### config.mk
export PLATFORM = sky130hd
export DESIGN_NAME = circular_queue_link_manager
export DESIGN_NICKNAME = d
export VERILOG_FILES = /design/src/clq_pkg.sv /design/src/circular_queue_link_manager.sv /design/src/clq_ram.sv
export SDC_FILE = /design/constraint.sdc
export NUM_CORES = 1
export LEC_CHECK = 0
export BUFFER_PORTS_ARGS = -buffer_cell sky130_fd_sc_hd__buf_2
export CAP_MARGIN = 20
export CORE_MARGIN = 10
export CORE_UTILIZATION = 37
export DETAILED_ROUTE_END_ITERATION = 10
export SLEW_MARGIN = 15
export SYNTH_ARGS = -nofsm -noshare
export SYNTH_HDL_FRONTEND = slang
export SYNTH_HIERARCHICAL = 1
export SYNTH_SLANG_ARGS = --single-unit
### constraint.sdc
create_clock -name clk_i -period 4.6 [get_ports clk_i]
set_input_delay 0 -clock clk_i [delete_from_list [all_inputs] [get_ports clk_i]]
set_output_delay 0 -clock clk_i [all_outputs]
set_load 0.005 [all_outputs]
### src/clq_pkg.sv
// Shared types and codes for the circular queue link manager.
package clq_pkg;

  localparam int unsigned NodesDefault = 64;

  localparam int unsigned ModeW  = 2;
  localparam int unsigned ElemW  = 6;
  localparam int unsigned TotalW = 7;

  localparam logic [ModeW-1:0] MODE_APPEND = 2'd0;
  localparam logic [ModeW-1:0] MODE_REMOVE = 2'd1;
  localparam logic [ModeW-1:0] MODE_QUERY  = 2'd2;

  typedef enum logic [1:0] {
    ST_OK     = 2'd0,
    ST_LINKED = 2'd1,
    ST_EMPTY  = 2'd2,
    ST_ABSENT = 2'd3
  } status_e;

  typedef struct packed {
    logic [ModeW-1:0] mode;
    logic [ElemW-1:0] elem_index;
  } req_t;

  typedef struct packed {
    status_e           status;
    logic [TotalW-1:0] entry_total;
    logic [ElemW-1:0]  head_slot;
    logic              head_valid;
  } rsp_t;

endpackage

### src/circular_queue_link_manager.sv
// Circular doubly linked queue over a pool of slots, with link tables in RAM.
// The next-link RAM also carries the linked flag of each slot, so after reset the block runs a
// clearing pass over every slot with busy_o high before it takes its first command. Each
// command returns exactly one result, strobed by rsp_valid_o for one cycle; the receiver
// cannot stall it. A query, a slot beyond the pool and a removal from an empty queue finish in
// IDLE. Every other command first reads the slot's flag and links: a refused command, the first
// append and the removal of the last element finish in APP_LOOK or REM_LOOK. An append to a
// non-empty queue reads the tail, writes the new element's links in APP_LOOK and then the tail's
// and head's links in APP_LINK, since each link RAM has a single write port. A removal of one of
// several elements reads both neighbors, rewrites them in REM_LOOK and clears the flag of the
// removed slot in REM_CLR. busy_o is high while a command is still in work; the next command
// may be issued in the cycle its result is shown.
module circular_queue_link_manager
#(
  parameter int unsigned NODES = clq_pkg::NodesDefault
) (
  input  logic          clk_i,
  input  logic          rst_ni,
  input  logic          start_i,
  input  clq_pkg::req_t req_i,
  output logic          busy_o,
  output logic          rsp_valid_o,
  output clq_pkg::rsp_t rsp_o
);
  import clq_pkg::*;

  localparam int unsigned IdxW  = $clog2(NODES);
  localparam int unsigned CntW  = $clog2(NODES + 1);
  localparam int unsigned NextW = IdxW + 1;

  typedef enum logic [2:0] {
    CLEAR,
    IDLE,
    APP_LOOK,
    APP_LINK,
    REM_LOOK,
    REM_CLR
  } state_e;

  state_e            state_q, state_d;
  logic [IdxW-1:0]   clr_q, clr_d;
  logic [IdxW-1:0]   elem_q, elem_d;
  logic [IdxW-1:0]   tail_q, tail_d;
  logic [IdxW-1:0]   head_q, head_d;
  logic [CntW-1:0]   count_q, count_d;
  logic              rsp_valid_q, rsp_valid_d;
  rsp_t              rsp_q, rsp_d;

  logic              accept;
  logic [IdxW-1:0]   elem_in;
  logic              in_range;
  logic              slot_linked;
  logic [IdxW-1:0]   next_slot;
  logic              finish;
  status_e           status_d;

  logic              next_we, prev_we;
  logic [IdxW-1:0]   next_waddr, next_raddr;
  logic [NextW-1:0]  next_wdata, next_rdata;
  logic [IdxW-1:0]   prev_waddr, prev_wdata, prev_raddr, prev_rdata;

  clq_ram #(.Width(NextW), .Depth(NODES)) u_next_ram (
    .clk_i   (clk_i),
    .we_i    (next_we),
    .waddr_i (next_waddr),
    .wdata_i (next_wdata),
    .raddr_i (next_raddr),
    .rdata_o (next_rdata)
  );

  clq_ram #(.Width(IdxW), .Depth(NODES)) u_prev_ram (
    .clk_i   (clk_i),
    .we_i    (prev_we),
    .waddr_i (prev_waddr),
    .wdata_i (prev_wdata),
    .raddr_i (prev_raddr),
    .rdata_o (prev_rdata)
  );

  assign busy_o      = (state_q != IDLE);
  assign accept      = start_i && !busy_o;
  assign elem_in     = IdxW'(req_i.elem_index);
  assign in_range    = (32'(req_i.elem_index) < 32'(NODES));
  // The top bit of a next-link word is the linked flag of that slot.
  assign slot_linked = next_rdata[IdxW];
  assign next_slot   = next_rdata[IdxW-1:0];

  always_comb begin
    state_d    = state_q;
    clr_d      = clr_q;
    elem_d     = elem_q;
    tail_d     = tail_q;
    head_d     = head_q;
    count_d    = count_q;
    finish     = 1'b0;
    status_d   = ST_OK;
    next_we    = 1'b0;
    next_waddr = '0;
    next_wdata = '0;
    next_raddr = '0;
    prev_we    = 1'b0;
    prev_waddr = '0;
    prev_wdata = '0;
    prev_raddr = '0;

    case (state_q)
      CLEAR: begin
        next_we    = 1'b1;
        next_waddr = clr_q;
        clr_d      = clr_q + IdxW'(1);
        if (clr_q == IdxW'(NODES - 1)) begin
          state_d = IDLE;
        end
      end
      IDLE: begin
        if (accept) begin
          elem_d = elem_in;
          case (req_i.mode)
            MODE_APPEND: begin
              if (!in_range) begin
                status_d = ST_ABSENT;
                finish   = 1'b1;
              end else begin
                // The tail is the predecessor of the head.
                next_raddr = elem_in;
                prev_raddr = head_q;
                state_d    = APP_LOOK;
              end
            end
            MODE_REMOVE: begin
              if (count_q == '0) begin
                status_d = ST_EMPTY;
                finish   = 1'b1;
              end else if (!in_range) begin
                status_d = ST_ABSENT;
                finish   = 1'b1;
              end else begin
                next_raddr = elem_in;
                prev_raddr = elem_in;
                state_d    = REM_LOOK;
              end
            end
            default: begin
              finish = 1'b1;
            end
          endcase
        end
      end
      APP_LOOK: begin
        if (slot_linked) begin
          status_d = ST_LINKED;
          finish   = 1'b1;
          state_d  = IDLE;
        end else if (count_q == '0) begin
          next_we    = 1'b1;
          next_waddr = elem_q;
          next_wdata = {1'b1, elem_q};
          prev_we    = 1'b1;
          prev_waddr = elem_q;
          prev_wdata = elem_q;
          head_d     = elem_q;
          count_d    = count_q + CntW'(1);
          finish     = 1'b1;
          state_d    = IDLE;
        end else begin
          tail_d     = prev_rdata;
          next_we    = 1'b1;
          next_waddr = elem_q;
          next_wdata = {1'b1, head_q};
          prev_we    = 1'b1;
          prev_waddr = elem_q;
          prev_wdata = prev_rdata;
          state_d    = APP_LINK;
        end
      end
      APP_LINK: begin
        next_we    = 1'b1;
        next_waddr = tail_q;
        next_wdata = {1'b1, elem_q};
        prev_we    = 1'b1;
        prev_waddr = head_q;
        prev_wdata = elem_q;
        count_d    = count_q + CntW'(1);
        finish     = 1'b1;
        state_d    = IDLE;
      end
      REM_LOOK: begin
        if (!slot_linked) begin
          status_d = ST_ABSENT;
          finish   = 1'b1;
          state_d  = IDLE;
        end else if (count_q == CntW'(1)) begin
          next_we    = 1'b1;
          next_waddr = elem_q;
          head_d     = '0;
          count_d    = count_q - CntW'(1);
          finish     = 1'b1;
          state_d    = IDLE;
        end else begin
          // The read data holds the predecessor (prev) and successor (next) of the element.
          next_we    = 1'b1;
          next_waddr = prev_rdata;
          next_wdata = {1'b1, next_slot};
          prev_we    = 1'b1;
          prev_waddr = next_slot;
          prev_wdata = prev_rdata;
          if (elem_q == head_q) begin
            head_d = next_slot;
          end
          state_d    = REM_CLR;
        end
      end
      REM_CLR: begin
        next_we    = 1'b1;
        next_waddr = elem_q;
        count_d    = count_q - CntW'(1);
        finish     = 1'b1;
        state_d    = IDLE;
      end
      default: begin
        state_d = IDLE;
      end
    endcase

    rsp_valid_d       = finish;
    rsp_d.status      = status_d;
    rsp_d.entry_total = TotalW'(count_d);
    rsp_d.head_valid  = (count_d != '0);
    rsp_d.head_slot   = (count_d != '0) ? ElemW'(head_d) : '0;
  end

  always_ff @(posedge clk_i or negedge rst_ni) begin
    if (!rst_ni) begin
      state_q     <= CLEAR;
      clr_q       <= '0;
      elem_q      <= '0;
      tail_q      <= '0;
      head_q      <= '0;
      count_q     <= '0;
      rsp_valid_q <= 1'b0;
      rsp_q       <= '0;
    end else begin
      state_q     <= state_d;
      clr_q       <= clr_d;
      elem_q      <= elem_d;
      tail_q      <= tail_d;
      head_q      <= head_d;
      count_q     <= count_d;
      rsp_valid_q <= rsp_valid_d;
      if (rsp_valid_d) begin
        rsp_q <= rsp_d;
      end
    end
  end

  assign rsp_valid_o = rsp_valid_q;
  assign rsp_o       = rsp_q;

endmodule

### src/clq_ram.sv
// Generic single write port, single read port RAM with a registered read.
module clq_ram #(
  parameter int unsigned Width = 8,
  parameter int unsigned Depth = 64
) (
  input  logic                     clk_i,
  input  logic                     we_i,
  input  logic [$clog2(Depth)-1:0] waddr_i,
  input  logic [Width-1:0]         wdata_i,
  input  logic [$clog2(Depth)-1:0] raddr_i,
  output logic [Width-1:0]         rdata_o
);

  logic [Width-1:0] mem_q [Depth];

  always_ff @(posedge clk_i) begin
    if (we_i) begin
      mem_q[waddr_i] <= wdata_i;
    end
    rdata_o <= mem_q[raddr_i];
  end

endmodule

# Yosys cells after proc, flatten, opt, wreduce, memory -nomap -nowiden
# Memory sizes are Yosys's and may differ from the RTL's. A register that Yosys moved wholly into a read port is not among the register bits.
# Index checks and enable logic that the tools add are counted.
[classes]
n_eq_ne = 14
bitwise = 2
muxes = 68
n_reduce_logical = 11
n_addsub = 3
[op_table]
columns = ["op", "count"]
rows = [
  ["$mux W6", 21],
  ["$mux W7", 7],
  ["$pmux W6 S2", 3],
  ["$pmux W6 S3", 2],
  ["$pmux W6 S5", 1],
  ["$pmux W7 S4", 1],
  ["$pmux W7 S3", 1],
  ["$mux W3", 5],
  ["$mux W1", 14],
  ["$mux W2", 6],
  ["$pmux W3 S4", 1],
  ["$add A7 B1 Y7 const B", 1],
  ["$eq A7 B1 Y1 const B", 1],
  ["$logic_not A7 Y1", 1],
  ["$reduce_bool A7 Y1", 1],
  ["$sub A7 B1 Y7 const B", 1],
  ["$add A6 B1 Y6 const B", 1],
  ["$eq A3 B2 Y1 const B", 2],
  ["$eq A3 B3 Y1 const B", 2],
  ["$eq A6 B6 Y1", 1],
  ["$eq A6 B6 Y1 const B", 1],
  ["$pmux W1 S3", 2],
  ["$pmux W2 S3", 1],
  ["$pmux W3 S2", 1],
  ["18 further kinds", 20],
]
[totals]
ff_bits = 51
n_memories = 2
word_cells = 111
inputBits = 11
ram_bits = 832
output_inout_bits = 18
[memory_table]
columns = ["name", "depth", "word_bits", "rd", "rd_clocked_by_memory_dff", "write_ports", "line_no", "source"]
rows = [
  ["u_next_ram.mem_q", 64, 7, 1, 1, 1, "clq_ram.sv:14", "logic [Width-1:0] mem_q [Depth];"],
  ["u_prev_ram.mem_q", 64, 6, 1, 1, 1, "clq_ram.sv:14", ""],
]

# Logic depth before layout (Yosys ltp)
# Gate-level depths: netlist of the first run.
[logic_depth]
word_depth = 6
depth_mapped = 14
mapped_depth_nobuf = 12

# Hierarchy
# Netlist of the first run, hierarchy kept.
[modules_own_cells]
columns = ["mod", "instances", "cells_per_inst", "seq_area_each_um2", "area_each_um2"]
rows = [
  ["clq_ram (u_next_ram)", 1, 835, 13593.0, 17722.0],
  ["clq_ram (u_prev_ram)", 1, 720, 11651.2, 15225.9],
  ["circular_queue_link_manager", 1, 379, 1276.2, 3339.5],
]

# Worst setup path before layout of the first run
# OpenSTA, ideal clock, no wires.
[synth_path]
kind = "flip-flop to flip-flop"
start = "reg count_q[2]"
end = "mem u_prev_ram/mem_q[33][0] (netlist bit), enable pin"
slack_ps = 1115
synth_period_minus_slack_ps = 3485
stages_incl_launch_ff = 12
t_required_ps = 4248
path_buffers = 5
setup_ps = 352
arrival_time_ps = 3133
path_cell_list = "dfrtp_1 -> buf_4 -> nor4_1 -> clkbuf_1 -> a21oi_1 -> clkbuf_1 -> a222oi_1 -> inv_1 -> clkbuf_1 -> or3b_2 -> clkbuf_1 -> nor2_1"
[synth_between]
word_cells_on_any_way = 9
cone_classes = "eq/ne: 1; mux: 8"
[synth_rtl]
columns = ["element", "line_no", "source"]
rows = [
  ["from (decl)", "circular_queue_link_manager.sv:45", "logic [CntW-1:0] count_q, count_d;"],
  ["from (signal assigned)", "circular_queue_link_manager.sv:248", "count_q <= count_d;"],
  ["$eq A7 B1 Y1", "circular_queue_link_manager.sv:192", "end else if (count_q == CntW'(1)) begin"],
  ["$mux W6", "circular_queue_link_manager.sv:192", ""],
  ["$mux W6", "circular_queue_link_manager.sv:188", "if (!slot_linked) begin"],
  ["$pmux W6 S3", "circular_queue_link_manager.sv:106", "case (state_q)"],
  ["named net prev_waddr[4]", "circular_queue_link_manager.sv:60", "logic [IdxW-1:0] prev_waddr, prev_wdata, prev_raddr, prev_rdata;"],
  ["to (decl)", "clq_ram.sv:14", ""],
]
# The timed path passes the listed nets, and every way through them passes these cells.

# Final worst setup path of the first run
[layout_path]
start = "reg count_q[0]"
end = "reg u_prev_ram.rdata_o[1] (read register of u_prev_ram.mem_q)"
[layout_between]
elab_chain_cells = 5
[layout_rtl]
columns = ["element", "line_no", "source"]
rows = [
  ["$logic_not A7 Y1", "circular_queue_link_manager.sv:131", "if (count_q == '0) begin"],
  ["$mux W6", "circular_queue_link_manager.sv:131", ""],
  ["$pmux W6 S2", "circular_queue_link_manager.sv:118", "case (req_i.mode)"],
  ["$mux W6", "circular_queue_link_manager.sv:116", "if (accept) begin"],
  ["$mux W6", "circular_queue_link_manager.sv:106", ""],
  ["named net prev_raddr[0]", "circular_queue_link_manager.sv:60", ""],
  ["to (decl)", "clq_ram.sv:11", "output logic [Width-1:0] rdata_o"],
]
# The timed path passes the listed nets, and every way through them passes these cells.
# A chain may end at the register's enable or synchronous reset.

==> results.yml, run 1 <==
run_status:
  outcome: "finished, final reports clean"
finish:
  postLayoutCoreUtil: 0.4296
  drive_above_1_share: 0.2608
  syn2layout_area_growth_pct: 14.84
  finalNonFillerCells: 3450
  num-nets-final: 2111
  layout_commonest_cell: "edfxtp_1"
  antenna_cells: 0
  final_cell_mix: "832 x edfxtp_1, 199 x mux4_2, 164 x nor2_1"
worst_setup_path:
  slowest_stage: "nor3_1"
  cp_max_fo: 60
  cp-start-kind: "flip-flop"
  crit_path_cell_trace: "inv_1 > ha_1 > nor2b_1 > nand2_1 > a31oi_1 > nor3_2 > buf_4 > buf_12 > mux4_2 > o22a_1 > o221ai_1 > nor3_1 > o22a_1"
  required_ns: 5.20
  cpMostUsedCell: "o22a_1"
  crit_path_end_kind: "flip-flop"
  ff2ff_path_depth: 13
  crit_type: "reg2reg"
  cpPeakStageDelay_ns: 0.49
  worstPathArrival_ns: 4.81
hold_path:
  hold_class: "in2reg"
  holdPathStages: 4
synthesis:
  ys.flop_type: "edfxtp_1"
  synth.net_count: 1949
  syn_avg_cell_area_um2: 18.76
  synth_top_area_share: 0.6885
  syn-cell-area_mm2: 0.03629
  yosysSeqAreaShare: 0.7308
  synth-edff-count: 832
  syn_inst: 1934
  synth_warnings: 6
  synth_top_area_cell: "edfxtp_1"
  synthArstFlopShare: 0.05692
  synthDistinctLibCells: 74
  ys_ff_latch: 896
  yosys-top-cells-area: "edfxtp_1 69%, mux4_2 12%, dfrtp_1 3.5%, nor2_1 1.7%, mux2i_1 0.97%"
global_routing:
  antenna_found_initial: 0
  grt_pass1_vias: 19520
  grt_pass1_wl_um: 129000
  grt_max_degree: 65
  grt.total_usage: 0.1515
  overflow: 0
sta:
  finalCriticalPeriod_ns: 4.213
  slew_headroom: 0.2929
  rsz0062_at_grt: "no"
  drv_slew: 0
  worst-slew-pin-transition_ns: 1.061
  fmax_mhz: 237.4
  period_share: 0.9158
  skew_ns: 0.03995
  tns_ns: 0
  setup_viol: 0
  hold_viol_final: 0
placement:
  place.port_buffers: 28
  gp_congestion: 0.8982
  dp_hpwl_um: 56130
  placed_cells: 3266
drt:
  drt_iter0_drc: 2254
  first_pass_iters: 9
  ant_nets: 0
  drc: 0
  wl_per_cell_um: 24.91
  totalWireLength_um: 85940
  avgViaCountPerCell: 5.574
  via_count: 19230
clock_tree:
  cts_buffers: 92
  clockBufferDepth: 3
  path_clk_slew_ns: 0.06
  cts_max_level: 3
  cts_root_buf: "clkbuf_16"
  clock_latency_ns: 0.66
  cts_tree: "done"
  cts.sinks: 896
  cts_setup_buffers: 0
run:
  maxCapViolCount: 0
floorplan:
  fp.dieArea_mm2: 0.1110
  fp.coreArea_mm2: 0.09699
  initial_utilization: 0.3741
  die_w_um: 333.2
  pin_count: 29
  rows: 114
  die_h_um: 333.2
power:
  static-leakage-power_nw: 13.28
  p_per_area_mw_per_mm2: 514.1
  vdd_drop_max_uv: 277.7
[routing by layer]
metal	track usage	part of all wire	up-vias
met5	0	0	-
met4	0.04095	0.021	0
met3	0.02644	0.061	133
met2	0.2444	0.48	681
met1	0.2108	0.44	10170
li1	-	-	8249
[registers in the layout (all words and copies together) (netlist names), 7 cells and up]
name	count
count_q	7
rsp_o	16
u_next_ram/mem_q	448
u_next_ram/rdata_o	7
u_prev_ram/mem_q	384
[synthesized netlist by cell type, types with 6 or more instances]
cell type	instances
edfxtp_1	832
mux4_2	199
nor2_1	164
nand2_1	62
clkbuf_1	57
dfrtp_1	51
mux2i_1	35
inv_1	31
o22ai_1	30
buf_2	28
mux2_2	27
nor3_1	27
nand3_1	26
a21oi_1	25
nor2b_1	20
nand2b_1	19
a222oi_1	17
o21ai_0	15
o221ai_1	15
a211oi_1	14
dfxtp_1	13
a22o_1	11
a22oi_1	11
buf_6	11
nand3b_1	11
buf_4	10
o21ai_1	10
o31ai_1	10
xnor2_1	10
a31oi_1	9
and3_1	9
nand4_1	9
or3b_2	8
o22a_1	7
and3b_1	6
mux4_1	6
nor3b_1	6
[cell type report]
class	count	area (µm²)
flip-flops and latches	896	26520
repair buffers	182	1494
inverters	31	116.4
well taps	1276	1597
fillers	8395	55320
clock buffers	116	2434
multi-input cells	893	9056
clock inverters	56	454.2
[through the flow]
stage               setup slack, ns  hold WS (ns)  power [mW]  cell area (µm²)
finish                       0.3871       0.08270       21.42            41670
floorplan                     1.115       -0.2956       12.79            36290
CTS                          0.2537       0.01753       21.57            41660
global route                 0.1823       0.08951       22.24            41670
detailed placement           0.2933        0.1745       14.45            38660
global placement             0.3163        0.1629       14.35            38640
[kinds of logic after synthesis]
family,share of synthesized area
xor+xnor,0.002896
compound gates,0.04483
mux,0.1459
fa+ha+maj,0.001379
flops,0.7308
simple gates,0.05224
buf+inv,0.02193
[worst paths after layout]
path / startpoint / slack [ns] / endpoint
setup reg to reg: count_q[0]$_DFF_PN0_ / 0.39 / u_prev_ram/rdata_o[1]$_DFF_P_
hold / removal: req_i[7] / 0.08 / rsp_o[15]$_DFFE_PN0P_
hold reg to reg: rsp_o[9]$_DFFE_PN0P_ / 0.49 / rsp_o[9]$_DFFE_PN0P_
setup / recovery: count_q[0]$_DFF_PN0_ / 0.39 / u_prev_ram/rdata_o[1]$_DFF_P_
min in group asynchronous: rst_ni / 0.56 / rsp_valid_o$_DFF_PN0_
max in group asynchronous: rst_ni / 3.56 / clr_q[1]$_DFFE_PN0P_
[where the power goes]
| group | total (mW) | switching (mW) | internal (mW) | leakage (nW) |
|---|---|---|---|---|
| combinational | 3.91 | 2.59 | 1.32 | 3.52 |
| clock | 7.10 | 3.06 | 4.05 | 1.40 |
| sequential | 10.4 | 0.446 | 9.97 | 8.36 |
| total | 21.4 | 6.09 | 15.3 | 13.3 |
[timing repair]
item / in CTS / in global routing
resized for setup: 0 / 1
hold buffers: 11 / 0
endpoints found under the setup margin: 0 / 1
hold endpoints to repair: 60 / 0
[critical path: cells and delay by family, from the launching register on]
family	cells	cell delay, ns
DFF	1	0.45
and+or+nand+nor	4	1.32
AOI/OAI and AO/OA	4	0.93
adders and majority gates	1	0.35
buffers and inverters	3	0.51
muxes	1	0.46
No activity file was read; power rests on OpenSTA's default activity.
==> run 2: changes to the inputs <==
- CORE_ASPECT_RATIO: unset -> 1.5
==> results.yml, run 2 (synthesized netlist as in run 1, its figures left out) <==
run_status:
  outcome: "finished, final reports clean"
sta:
  skew_ns: 0.03809
  tns_ns: 0
  rsz0062_at_grt: "no"
  slew_headroom: 0.2286
  setup_viol: 0
  fmax_mhz: 240.1
  hold_ws_ns: 0.2107
  hold_viol_final: 0
  finalCriticalPeriod_ns: 4.165
  worst-slew-pin-transition_ns: 1.148
  drv_slew: 0
  period_share: 0.9054
drt:
  drt_iter0_drc: 1929
  avgViaCountPerCell: 5.552
  routed-wl-met2_um: 46390
  ant_nets: 0
  via_count: 18740
  drc: 0
  totalWireLength_um: 86710
  wl_per_cell_um: 25.69
  wl_met1_um: 32980
  first_pass_iters: 8
  wl_met3_um: 4426
  top_layer_used: "met4"
finish:
  antenna_cells: 0
  final_area_mm2: 0.04117
  layout_commonest_cell: "edfxtp_1"
  fillers: 8451
  syn2layout_area_growth_pct: 13.46
  top_register: "u_next_ram/mem_q"
  num-nets-final: 2046
  final_cell_mix: "832 x edfxtp_1, 199 x mux4_2, 164 x nor2_1"
  largest_register_ffs: 448
  regArea_mm2: 0.02652
  multiInputGateArea_mm2: 0.009042
  drive_above_1_share: 0.2418
  finalNonFillerCells: 3375
floorplan:
  die_h_um: 403.6
  initial_utilization: 0.3733
  fp.dieArea_mm2: 0.1113
  fp.coreArea_mm2: 0.09722
  pin_count: 29
  rows: 140
  die_w_um: 275.7
clock_tree:
  clock_latency_ns: 0.67
  cts_max_level: 3
  cts_tree: "done"
  clockBufferDepth: 3
  cts.sinks: 896
  cts_root_buf: "clkbuf_16"
  cts_buffers: 82
  cts_resized: 0
  path_clk_slew_ns: 0.07
worst_setup_path:
  r2r_slack_ns: 0.44
  required_ns: 5.14
  slowest_stage: "and3_1"
  cp_max_fo: 18
  crit_path_end_kind: "flip-flop"
  crit_path_cell_trace: "inv_1 > ha_1 > nor2b_1 > a31oi_1 > and3_1 > nand2b_1 > o22ai_1 > nor4_1 > a211o_1"
  worstPathArrival_ns: 4.71
  crit_type: "reg2reg"
  critPathLaunch: "count_q[0]$_DFF_PN0_"
  regToRegEndpoint: "u_next_ram/rdata_o[6]$_DFF_P_"
  ff2ff_path_depth: 9
  r2r_start: "count_q[0]$_DFF_PN0_"
  critical_path.endpoint: "u_next_ram/rdata_o[6]$_DFF_P_"
  cpPeakStageDelay_ns: 0.92
  cp-start-kind: "flip-flop"
power:
  static-leakage-power_nw: 12.94
  vdd_drop_max_uv: 348.4
  finalPower_mw: 21.29
  p_per_area_mw_per_mm2: 517.1
global_routing:
  grt_pass1_vias: 19710
  grt_pass1_wl_um: 129600
  grt_max_degree: 65
  grt.total_usage: 0.1558
  antenna_found_initial: 0
  overflow: 0
placement:
  dpl_cell_area_mm2: 0.03826
  place.port_buffers: 28
  gp_congestion: 0.8980
  dp_hpwl_um: 57700
  placed_cells: 3212
run:
  maxCapViolCount: 0
hold_path:
  hold_class: "in2reg"
run 2: changes by cell type in the layout (fill, tap and decap cells not counted), moves of 2 or more:
cell	before	now
dlygate4sd3_1	11	13
clkbuf_8	2	0
inv_6	1	5
buf_4	129	72
bufinv_16	5	12
clkbuf_16	93	83
buf_12	13	15
clkbuf_1	21	14
clkinv_1	29	16
run 2: power breakdown:
| part | switching [mW] | internal, mW | total [mW] | leakage, nW |
|---|---|---|---|---|
| clock network | 3.03 | 4.03 | 7.06 | 1.35 |
| registers | 0.445 | 9.97 | 10.4 | 8.36 |
| logic | 2.54 | 1.28 | 3.82 | 3.23 |
run 2: cell type report:
cell class | instances | share of cell area
timing repair buffer | 128 | 0.02699
sequential | 896 | 0.6442
multi-input combinational | 892 | 0.2196
tap | 1278 | 0.03884
inverter | 31 | 0.002826
clock buffer | 97 | 0.05172
clock inverter | 53 | 0.01583
run 2: per-layer routing:
layer  track usage  up-vias
li1              -     8093
met3       0.02459      172
met1        0.1854     9832
met5             0        -
met2        0.2790      641
met4       0.05798        0
run 2: per-stage QoR:
stage,utilization,setup WS (ns)
after floorplan,-,1.115
after global placement,0.3933,0.5622
after detailed placement,0.3935,0.5982
after CTS,0.4235,0.5329
after global routing,0.4235,0.2502
final,0.4235,0.4350
run 2: worst min-delay path by stage:
stage | from | to | cells after the start
2_1_floorplan | rst_ni | clr_q[0]$_DFFE_PN0P_ | 0
3_3_place_gp | rst_ni | state_q[1]$_DFFE_PN0P_ | 1
3_5_place_dp | rst_ni | state_q[1]$_DFFE_PN0P_ | 1
4_1_cts | req_i[5] | elem_q[5]$_DFFE_PN0P_ | 3
5_1_grt | req_i[4] | elem_q[4]$_DFFE_PN0P_ | 3
6_report | req_i[4] | elem_q[4]$_DFFE_PN0P_ | 3
run 2: what timing repair did:
| item | CTS | global route |
|---|---|---|
| endpoints found under the hold margin | 62 | 0 |
| hold buffers | 13 | 0 |
| buffers inserted | 0 | 0 |
run 2: critical path, delay by kind of cell (launching register included):
family                     cells  cell delay (ns)
AOI/OAI and AO/OA              3             1.32
and+or+nand+nor                4             1.81
adders and majority gates      1             0.31
buffers and inverters          1             0.11
DFF                            1             0.45
